===== config.mk =====
export PLATFORM = sky130hd
export DESIGN_NAME = bbt_index
export DESIGN_NICKNAME = d
export VERILOG_FILES = /design/src/sv/bbt_pkg.sv /design/src/sv/bbt_index.sv
export SDC_FILE = /design/constraint.sdc
export NUM_CORES = 1
export LEC_CHECK = 0
export BUFFER_PORTS_ARGS = -buffer_cell sky130_fd_sc_hd__buf_2
export CAP_MARGIN = 30
export CORE_ASPECT_RATIO = 0.8
export CORE_MARGIN = 2
export CORE_UTILIZATION = 55
export DETAILED_ROUTE_END_ITERATION = 10
export GPL_TIMING_DRIVEN = 0
export PLACE_DENSITY_LB_ADDON = 0.12
export SLEW_MARGIN = 20
export SYNTH_ARGS = -nofsm -noshare
export SYNTH_HDL_FRONTEND = slang
export SYNTH_SLANG_ARGS = --single-unit

===== constraint.sdc =====
create_clock -name vclk -period 8.1
set_clock_uncertainty 0.05 [all_clocks]
set_input_delay 2.025 -clock vclk [all_inputs]
set_output_delay 2.025 -clock vclk [all_outputs]
set_load 0.03 [all_outputs]

===== src/sv/bbt_pkg.sv =====
// Shared types, geometry constants and helper functions for the buddy bitmap tree.
// Used by bbt_index, bbt_ram and buddy_bitmap_tree; depends on nothing.
`default_nettype none
package bbt_pkg;

  localparam int MAX_PAGES  = 4096;
  localparam int MAX_LEVELS = 13;
  localparam int WORD_BITS  = 32;
  localparam int NUM_WORDS  = 2 * MAX_PAGES / WORD_BITS;
  localparam int WADDR_W    = $clog2(NUM_WORDS);
  localparam int BSEL_W     = $clog2(WORD_BITS);
  localparam int LVL_W      = 4;
  localparam int POS_W      = 13;

  localparam logic [2:0] OP_SET_DIRTY = 3'd0;
  localparam logic [2:0] OP_CLR_DIRTY = 3'd1;
  localparam logic [2:0] OP_SET_SAT   = 3'd2;
  localparam logic [2:0] OP_CLR_SAT   = 3'd3;
  localparam logic [2:0] OP_SEARCH    = 3'd4;

  localparam logic       CFG_LEVEL_COUNT = 1'b0;
  localparam logic       CFG_PAGE_COUNT  = 1'b1;

  typedef enum logic [2:0] {
    ST_CLR,
    ST_IDLE,
    ST_RD,
    ST_UPD,
    ST_DONE
  } state_t;

  // Location of one tree bit inside the packed word store.
  typedef struct packed {
    logic [WADDR_W-1:0] word;
    logic [BSEL_W-1:0]  bsel;
    logic               inrange;
    logic               twin_inrange;
  } loc_t;

  // First bit of order k: the orders are packed one after another.
  function automatic logic [POS_W-1:0] base_of(input logic [LVL_W-1:0] k);
    logic [POS_W:0] full;
    full = (POS_W+1)'(2 * MAX_PAGES);
    return POS_W'(full - (full >> k));
  endfunction

endpackage
`default_nettype wire


===== src/sv/bbt_index.sv =====
// Shared index unit: maps an order and a block index to a word address and bit select.
// Depends on bbt_pkg.
`default_nettype none
module bbt_index (
  input  wire logic [bbt_pkg::LVL_W-1:0] lvl,
  input  wire logic [bbt_pkg::POS_W-1:0] pos,
  output bbt_pkg::loc_t                  loc
);
  import bbt_pkg::*;

  logic             lvl_ok;
  logic [POS_W-1:0] cap;
  logic [POS_W-1:0] idx;
  logic [POS_W-1:0] twin;

  always_comb begin
    lvl_ok = (lvl < LVL_W'(MAX_LEVELS));
    cap    = POS_W'(MAX_PAGES) >> (lvl_ok ? lvl : '0);
    twin   = pos ^ POS_W'(1);
    idx    = base_of(lvl_ok ? lvl : '0) + pos;
    loc.word         = idx[POS_W-1:BSEL_W];
    loc.bsel         = idx[BSEL_W-1:0];
    loc.inrange      = lvl_ok && (pos < cap);
    loc.twin_inrange = lvl_ok && (twin < cap);
  end

endmodule
`default_nettype wire


# == Yosys cells after proc, flatten, opt, wreduce, memory -nomap -nowiden ==
# Index checks and enable logic that the tools add are counted.
# op_classes
multipliers,0
mux,1
order_cmp,3
n_addsub,2
reduce_logical,2
n_eq_ne,0
div,0
n_shift,2
bitwise_logic,1
# op_table
cell,n
< comparator 13 bit,2
">> shifter 14 x 4 -> 13 bit, first input constant",1
adder 13 bit,1
">> shifter 13 x 4 -> 13 bit, first input constant",1
"subtractor 1 x 13 -> 13 bit, first input constant",1
"< comparator 4 bit, second input constant",1
two-way mux 4 bit,1
logical AND 1 bit,2
inverter 1 bit,1
# word_totals
ff_bits,0
in_bits,17
ramBits,0
memories,0
out_inout_bits,15
mem_bits_ro,0
latchBits,0

# == Longest topological paths before layout ==
# Gate-level depths: netlist of the first run.
# logic_depth
depth_word,5
ltp_mapped,9
depth_no_buf,9

# == Least setup slack after synthesis of the first run ==
# No wires, ideal clock.
# synth_path
path_kind,input port to output port
from,input lvl[0] (netlist name)
to,output loc[12] (netlist name)
t_arrival_ns,4.518
slack_ns,1.507
cell_stages,7
required_time_ns,6.025
path_buffers,0
path_cell_list,nor2_1 > nand2_1 > ha_1 > o211ai_1 > o21ai_0 > a31oi_1 > o311ai_0
# synth_lines
element,line_no,rtl
start: declaration,bbt_index.sv:5,"input wire logic [bbt_pkg::LVL_W-1:0] lvl,"
end: declaration,bbt_index.sv:7,output bbt_pkg::loc_t loc

==> results.py, run 1 <==
metrics = {
    "cts": {
        "postCtsSetupBuffers": 0,
        "cts_hold_buf": 0,
        "cts_resized": 0,
    },
    "sta": {
        "period_minus_slack_ns": 6.70,
        "final.period_utilization_pct": 82.7,
        "hold_viol": 0,
        "tightest_slew_ns": 0.499,
        "slew_violations": 0,
        "rsz0062_at_grt": "false",
        "setup_tns_ns": 0,
        "slew_headroom_pct": 66.6,
        "setup_violations": 0,
        "fmax_mhz": 149,
    },
    "global_route": {
        "overflow": 0,
        "antenna_found_initial": 0,
        "grt_max_degree": 11,
        "grt_pass1_vias": 989,
        "grt.total_usage_pct": 23.6,
        "grt_pass1_wl_mm": 4.23,
    },
    "yosys": {
        "yosysWarningCount": 0,
        "synth_top_area_cell": "ha_1",
        "synth_fp_nets": 180,
        "synth_top_area_share_pct": 30.1,
        "synth.avg_cell_area_um2": 7.23,
        "ys_seq_area_share_pct": 0,
        "syn_inst": 138,
        "synth_cell_types": 39,
        "synth_area_leaders": "ha_1 (30%), a21oi_1 (6.0%), nand2_1 (5.6%)",
        "syn_area_um2": 997,
    },
    "floorplanning": {
        "rows": 13,
        "dieWidth_um": 51.6,
        "initial_utilization_pct": 60.1,
        "die-area_mm2": 0.00217,
        "ioPinCount": 32,
        "core_mm2": 0.00166,
        "die_h_um": 42.1,
    },
    "route": {
        "final_antenna_net_count": 0,
        "firstDrtPassIters": 4,
        "drt-initial-drc-count": 37,
        "post-route-drc-count": 0,
        "wl_per_cell_um": 12.8,
        "vias": 1123,
        "routed_wl_mm": 2.46,
        "via_per_inst": 5.85,
    },
    "run": {
        "cap_viol_max_count": 0,
    },
    "setup_path": {
        "start_kind": "input pin",
        "crit_type": "in2out",
        "path_max_fanout": 7,
        "cp-end-kind": "output port",
        "worstPathArrival_ns": 4.62,
        "crit_required_ns": 6.03,
    },
    "finish": {
        "fin_nets": 214,
        "syn2layout_area_growth_pct": 18.8,
        "regArea_um2": 0,
        "fin_util_pct": 71.4,
        "nClkBuffers": 0,
        "final_common_cell": "buf_2",
        "seq_cell_count": 0,
        "antenna_cells": 0,
        "layout_common_cells": "buf_2 (33), ha_1 (24), nand2_1 (15), nor2_1 (12), a21oi_1 (12)",
        "drive_above_1_share_pct": 20.6,
    },
    "power": {
        "p_per_area_mw_per_mm2": 82.5,
        "power.leakage_nw": 0.560,
        "ir_worst_vdd_mv": 0.0523,
    },
    "min_path": {
        "hold_path_class": "in2out",
    },
    "place": {
        "io_buffers": 32,
        "hpwl_mm": 2.12,
        "gp_congestion": 0.809,
    },
    "run_status": {
        "status": "complete, no violations",
    },
}
[synthesized netlist by cell type (2+ instances only)]
cell and number:
a41oi_1 2, a21oi_1 12, nand2_1 15, nor3_1 2
inv_1 6, xor2_1 2, nand3_1 10, a211o_1 2
nand2b_1 2, nor2b_1 4, o21ai_0 5, a21o_1 6
nor2_1 12, xnor2_1 5, and3_1 3, ha_1 24
o211ai_1 4
[logic make-up (layout without fill, tap and decap cells)]
family | Yosys count | count (layout) | synth area share, %
other | 1 | 1 | 0.376
AOI/OAI and AO/OA | 41 | 41 | 28.4
xor gates and xnor gates | 8 | 8 | 7.78
buffers and inverters | 9 | 41 | 3.51
adders and majority gates | 25 | 25 | 32.1
and+or+nand+nor | 54 | 54 | 27.9
[area by class of cell]
type / instances / area, um^2
Multi-Input combinational cell: 129 / 962
Fill cell: 149 / 474
Timing Repair Buffer: 32 / 160
Tap cell: 22 / 27.5
Inverter: 6 / 22.5
Buffer: 3 / 12.5
[routing by layer]
layer	GRT usage (%)	routed length, um
met5	0	0
met4	0	0
met3	0	101
met2	39.2	1110
met1	36.0	1240
[stage by stage]
stage	cell area [um^2]	worst slack (ns)	hold WS [ns]	power (mW)	std cells
2_1_floorplan	997	1.51	4.27	0.0707	138
3_3_place_gp	1180	1.41	4.46	0.0938	192
3_5_place_dp	1180	1.40	4.48	0.0971	192
4_1_cts	1180	1.39	4.47	0.0974	192
5_1_grt	1180	1.17	4.50	0.107	192
6_report	1180	1.40	4.47	0.0978	192
[report_power, final]
part	switching (mW)	internal (mW)	leakage [nW]	total [mW]
logic	0.0626	0.0352	0.560	0.0978
registers	0	0	0	0
clock network	0	0	0	0
[final timing paths]
path / from / endpoint / slack, ns / depth (start not counted)
worst max-delay path: lvl[0] / loc[14] / 1.40 / 10
worst min-delay path: pos[1] / loc[3] / 4.47 / 3
[worst max-delay path, cell delays in order]
cell	delay, ns
buf_2	0.13
nor2_1	0.31
nand3_1	0.21
fa_1	0.50
a211oi_1	0.24
o21ai_0	0.15
a31oi_1	0.45
o211ai_1	0.16
a211o_1	0.24
buf_2	0.18
Note: power is estimated with default switching activity, not from simulation.
==> run 2: changes to the inputs <==
ABC_AREA = 1   (was unset)
clock period = 6.9 ns   (was 8.1 ns; I/O delays follow)
==> run 2 against run 1 <==
Net effect:
- via count increased by 23%
- utilization decreased by 5.8 points
- critical path depth increased by 5
- global-route usage decreased by 2.3 points
- non-clock buffer count decreased by 3
- setup slack got worse by 0.079 ns
- sequential cell count unchanged
- critical path type unchanged
- largest power group unchanged
==> results.py, run 2 <==
metrics = {
    "yosys": {
        "yosysWarningCount": 0,
        "synth_cell_types": 20,
        "synth_top_area_cell": "nand2_1",
        "yosys.cell_count.top_type": "nand2_1",
        "syn_area_mm2": 0.00121,
        "ys_seq_area_share_pct": 0,
        "synth_area_leaders": "nand2_1 (26%), ha_1 (25%), inv_1 (14%)",
        "synth_fp_nets": 270,
        "netlist_top_cells_count": "nand2_1 (85), inv_1 (44), ha_1 (24)",
        "synth_top_area_share_pct": 26.4,
        "synth.avg_cell_area_um2": 5.31,
        "syn_inst": 228,
    },
    "sta": {
        "hold_viol": 0,
        "fmax_mhz": 179,
        "finalWorstSetupSlack_ns": 1.33,
        "setup_violations": 0,
        "rsz0062_at_grt": "false",
        "whs_ns": 3.86,
        "setup_tns_ns": 0,
        "final.period_utilization_pct": 80.8,
        "period_minus_slack_ns": 5.57,
        "slew_violations": 0,
    },
    "place": {
        "place_ws_ns": 1.34,
        "hpwl_mm": 2.41,
        "placed_cell_area_mm2": 0.00139,
        "dpl.cell_count": 283,
        "io_buffers": 30,
        "gp_congestion": 0.853,
    },
    "setup_path": {
        "crit_required_ns": 5.12,
        "cp-end-kind": "output port",
        "path_max_fanout": 6,
        "start_kind": "input pin",
        "crit_type": "in2out",
        "worstPathArrival_ns": 3.80,
    },
    "finish": {
        "drive_above_1_share_pct": 15.5,
        "antenna_cells": 0,
        "final_cells": 283,
        "fin_area_mm2": 0.00139,
        "regArea_um2": 0,
        "seq_cell_count": 0,
        "final_common_cell": "nand2_1",
        "syn2layout_area_growth_pct": 15.0,
        "layout_common_cells": "nand2_1 (85), inv_1 (44), buf_2 (31), ha_1 (24), nand3_1 (19)",
        "nClkBuffers": 0,
        "fin_nets": 302,
        "fin_util_pct": 65.6,
    },
    "cts": {
        "cts_resized": 0,
        "postCtsSetupBuffers": 0,
        "cts_hold_buf": 0,
    },
    "power": {
        "clkPwrFrac_pct": 0,
        "p_switching_mw": 0.0806,
        "combPwrFrac_pct": 100.0,
        "finalPower_mw": 0.122,
        "p_seq_share_pct": 0,
        "p_int_mw": 0.0415,
        "p_sw_share_pct": 66.0,
        "power.leakage_nw": 0.891,
        "ir_worst_vdd_mv": 0.0622,
        "p_per_area_mw_per_mm2": 87.8,
    },
    "route": {
        "vias": 1383,
        "routed_wl_mm": 2.59,
        "final_antenna_net_count": 0,
        "firstDrtPassIters": 4,
        "wl_per_cell_um": 9.13,
        "drt-initial-drc-count": 53,
        "post-route-drc-count": 0,
        "via_per_inst": 4.89,
    },
    "global_route": {
        "grt_max_degree": 10,
        "grt_pass1_vias": 1076,
        "antenna_found_initial": 0,
        "overflow": 0,
        "grt_pass1_wl_mm": 4.53,
        "grt.total_usage_pct": 21.3,
    },
    "floorplanning": {
        "die-area_mm2": 0.00259,
        "dieWidth_um": 56.4,
        "die_h_um": 46.0,
        "core_mm2": 0.00212,
        "initial_utilization_pct": 57.1,
        "rows": 15,
        "ioPinCount": 32,
    },
    "min_path": {
        "hp-start": "pos[1]",
        "hold_path_end": "loc[3]",
        "hold_depth": 3,
        "hold_path_class": "in2out",
    },
    "run_status": {
        "status": "complete, no violations",
    },
    "run": {
        "cap_viol_max_count": 0,
    },
}
[run 2: cell count changes after synthesis, moves of 3 or more]
cell	change
nand2_1	+70
nand4_1	+7
nor2b_1	-4
inv_2	+4
o21ai_0	-3
nand3_1	+9
and3_1	-3
a21o_1	-4
inv_1	+38
o211ai_1	-4
[run 2: worst max path at each step]
stage	from	end	slack, ns	cells past startpoint
after floorplan	lvl[0]	loc[10]	1.59	13
after global placement	lvl[0]	loc[8]	1.35	15
after detailed placement	lvl[0]	loc[8]	1.34	15
after CTS	lvl[0]	loc[8]	1.34	15
after global routing	lvl[0]	loc[10]	1.12	15
final	lvl[0]	loc[8]	1.33	15
[run 2: cell families (layout without fill, tap and decap cells)]
| logic type | after synthesis | after routing | synth area share (%) |
|---|---|---|---|
| AO/OA/AOI/OAI | 16 | 16 | 7.03 |
| XOR/XNOR | 6 | 6 | 4.34 |
| adder cells (fa/ha/maj) | 25 | 25 | 26.5 |
| buffers and inverters | 50 | 80 | 16.2 |
| other | 1 | 1 | 0.310 |
| AND/OR/NAND/NOR | 130 | 130 | 45.6 |
[run 2: routing by layer]
metal,global-route usage [%],vias to the layer above,wire length (um)
met5,0,-,0
met4,0,0,0
met3,0,0,59
met2,38.4,22,1150
met1,30.8,583,1370
li1,-,778,-
[run 2: worst max-delay path: stages]
cell and delay (ns):
buf_2 0.13, nor2_2 0.19, inv_2 0.07, nand3_2 0.08, inv_2 0.05, nor2_4 0.09, nand2_1 0.07, nor2_2 0.10
nand2_1 0.10, ha_1 0.37, nand3_1 0.10, nand3_1 0.16, a21oi_1 0.21, xnor2_1 0.14, buf_2 0.22
[run 2: power by group through the flow]
| stage | combinational [mW] | sequential (mW) | clock, mW |
|---|---|---|---|
| after floorplan | 0.0927 | 0 | 0 |
| after global placement | 0.121 | 0 | 0 |
| after detailed placement | 0.122 | 0 | 0 |
| after CTS | 0.123 | 0 | 0 |
| after global routing | 0.139 | 0 | 0 |
| final | 0.122 | 0 | 0 |
[run 2: cell type report]
cell class / instances / area (um^2)
buffer: 2 / 16.3
fill: 235 / 729
inverter: 48 / 180
multi-input combinational: 178 / 1010
tap: 25 / 31.3
timing repair buffer: 30 / 150
==> run 3: changes to the inputs <==
CORE_UTILIZATION = 51   (was 55)
clock period = 4.9 ns   (was 6.9 ns; I/O delays follow)
==> run 3 against run 2 <==
Net effect:
- hold slack worse by 1.0 ns
- largest cell class unchanged
- combinational power rose by 41%
- wire length shrank 1.2%
==> results.py, run 3 (same netlist as run 2, synthesis figures left out) <==
metrics = {
    "power": {
        "ir_worst_vdd_mv": 0.0843,
        "p_switching_mw": 0.114,
        "power.leakage_nw": 0.891,
        "combPwrFrac_pct": 100.0,
        "clkPwrFrac_pct": 0,
        "p_per_area_mw_per_mm2": 123,
        "p_sw_share_pct": 66.1,
        "p_seq_share_pct": 0,
        "p_int_mw": 0.0582,
    },
    "route": {
        "final_antenna_net_count": 0,
        "vias": 1365,
        "drt-initial-drc-count": 41,
        "wl_per_cell_um": 9.02,
        "via_per_inst": 4.82,
        "post-route-drc-count": 0,
        "routed_wl_mm": 2.55,
        "firstDrtPassIters": 4,
    },
    "setup_path": {
        "start_kind": "input pin",
        "worst_path_max_delay_cell": "ha_1",
        "crit_type": "in2out",
        "crit_chain": "buf_2 -> nor2_2 -> inv_2 -> nand3_2 -> inv_2 -> nor2_4 -> nand2_1 -> nor2_2 -> nand2_1 -> ha_1 -> nand3_1 -> nand3_1 -> a21oi_1 -> xnor2_1 -> buf_2",
        "path_buf_inv": 4,
        "cp_top_family": "simple AND/OR/NAND/NOR gates",
        "cpPeakStageDelay_ns": 0.37,
        "crit_required_ns": 3.62,
        "path_max_fanout": 6,
        "worstPathArrival_ns": 3.34,
        "cp-end-kind": "output port",
    },
    "place": {
        "placed_cell_area_mm2": 0.00139,
        "hpwl_mm": 2.36,
        "io_buffers": 30,
        "place_ws_ns": 0.312,
        "dpl.cell_count": 283,
        "gp_congestion": 0.864,
    },
    "sta": {
        "slew_violations": 0,
        "rsz0062_at_grt": "false",
        "finalWorstSetupSlack_ns": 0.289,
        "setup_tns_ns": 0,
        "period_minus_slack_ns": 4.61,
        "setup_violations": 0,
        "final.period_utilization_pct": 94.1,
        "hold_viol": 0,
        "fmax_mhz": 217,
    },
    "min_path": {
        "hold_depth": 3,
        "hold_path_end": "loc[3]",
        "hp-start": "pos[1]",
        "hold_path_class": "in2out",
    },
    "finish": {
        "regArea_um2": 0,
        "nFillCells": 246,
        "fin_util_pct": 63.4,
        "syn2layout_area_growth_pct": 15.0,
        "final_cells": 283,
        "nClkBuffers": 0,
        "fin_area_mm2": 0.00139,
        "seq_cell_count": 0,
        "fin_nets": 302,
        "antenna_cells": 0,
        "final_common_cell": "nand2_1",
        "drive_above_1_share_pct": 15.5,
        "layout_common_cells": "nand2_1 (85), inv_1 (44), buf_2 (31), ha_1 (24), nand3_1 (19)",
    },
    "run_status": {
        "status": "complete, no violations",
    },
    "cts": {
        "postCtsSetupBuffers": 0,
        "cts_resized": 0,
        "cts_hold_buf": 0,
    },
    "global_route": {
        "grt.total_usage_pct": 19.4,
        "overflow": 0,
        "grt_pass1_wl_mm": 4.28,
        "antenna_found_initial": 0,
        "grt_pass1_vias": 1005,
        "grt_max_degree": 10,
    },
    "floorplanning": {
        "rows": 15,
        "initial_utilization_pct": 55.1,
        "dieWidth_um": 58.5,
        "die-area_mm2": 0.00278,
        "ioPinCount": 32,
        "core_mm2": 0.00220,
        "die_h_um": 47.6,
    },
    "run": {
        "cap_viol_max_count": 0,
    },
}
run 3: cell counts in the layout (fill, tap and decap cells not counted):
Identical to the previous run, type by type.
run 3: layout make-up:
class | instances | area (um^2) | area share [%]
multi-input cells | 178 | 1010 | 72.8
plain buffers | 2 | 16.3 | 1.17
repair buffers | 30 | 150 | 10.8
well taps | 25 | 31.3 | 2.25
inverters | 48 | 180 | 12.9
run 3: worst max-delay path by stage:
stage	start	endpoint	slack [ns]	cells past startpoint
detailed placement	lvl[0]	loc[8]	0.31	15
finish	lvl[0]	loc[8]	0.29	15
CTS	lvl[0]	loc[8]	0.31	15
global placement	lvl[0]	loc[8]	0.34	15
global route	lvl[0]	loc[10]	0.12	15
floorplan	lvl[0]	loc[10]	0.59	13
run 3: power by group through the flow:
| stage | Combinational [mW] | Clock, mW | Sequential, mW |
|---|---|---|---|
| 2_1_floorplan | 0.130 | 0 | 0 |
| 3_3_place_gp | 0.171 | 0 | 0 |
| 3_5_place_dp | 0.172 | 0 | 0 |
| 4_1_cts | 0.173 | 0 | 0 |
| 5_1_grt | 0.195 | 0 | 0 |
| 6_report | 0.172 | 0 | 0 |
run 3: through the flow:
| stage | total power, mW | hold WS [ns] |
|---|---|---|
| 2_1_floorplan | 0.130 | 2.69 |
| 3_3_place_gp | 0.171 | 2.86 |
| 3_5_place_dp | 0.172 | 2.86 |
| 4_1_cts | 0.173 | 2.86 |
| 5_1_grt | 0.195 | 2.88 |
| 6_report | 0.172 | 2.86 |
run 3: per-layer routing:
metal	part of all wire, %	vias to the layer above	global-route usage (%)	routed length, um
li1	-	782	-	-
met1	55	552	29.4	1410
met2	42	31	33.3	1060
met3	3.2	0	0	83
met4	0	0	0	0
met5	0	-	0	0
run 3: tightest hold or removal path, delay by kind of cell:
family / cells / cell delay, ns
buffers and inverters: 2 / 0.30
adder cells (fa/ha/maj): 1 / 0.16
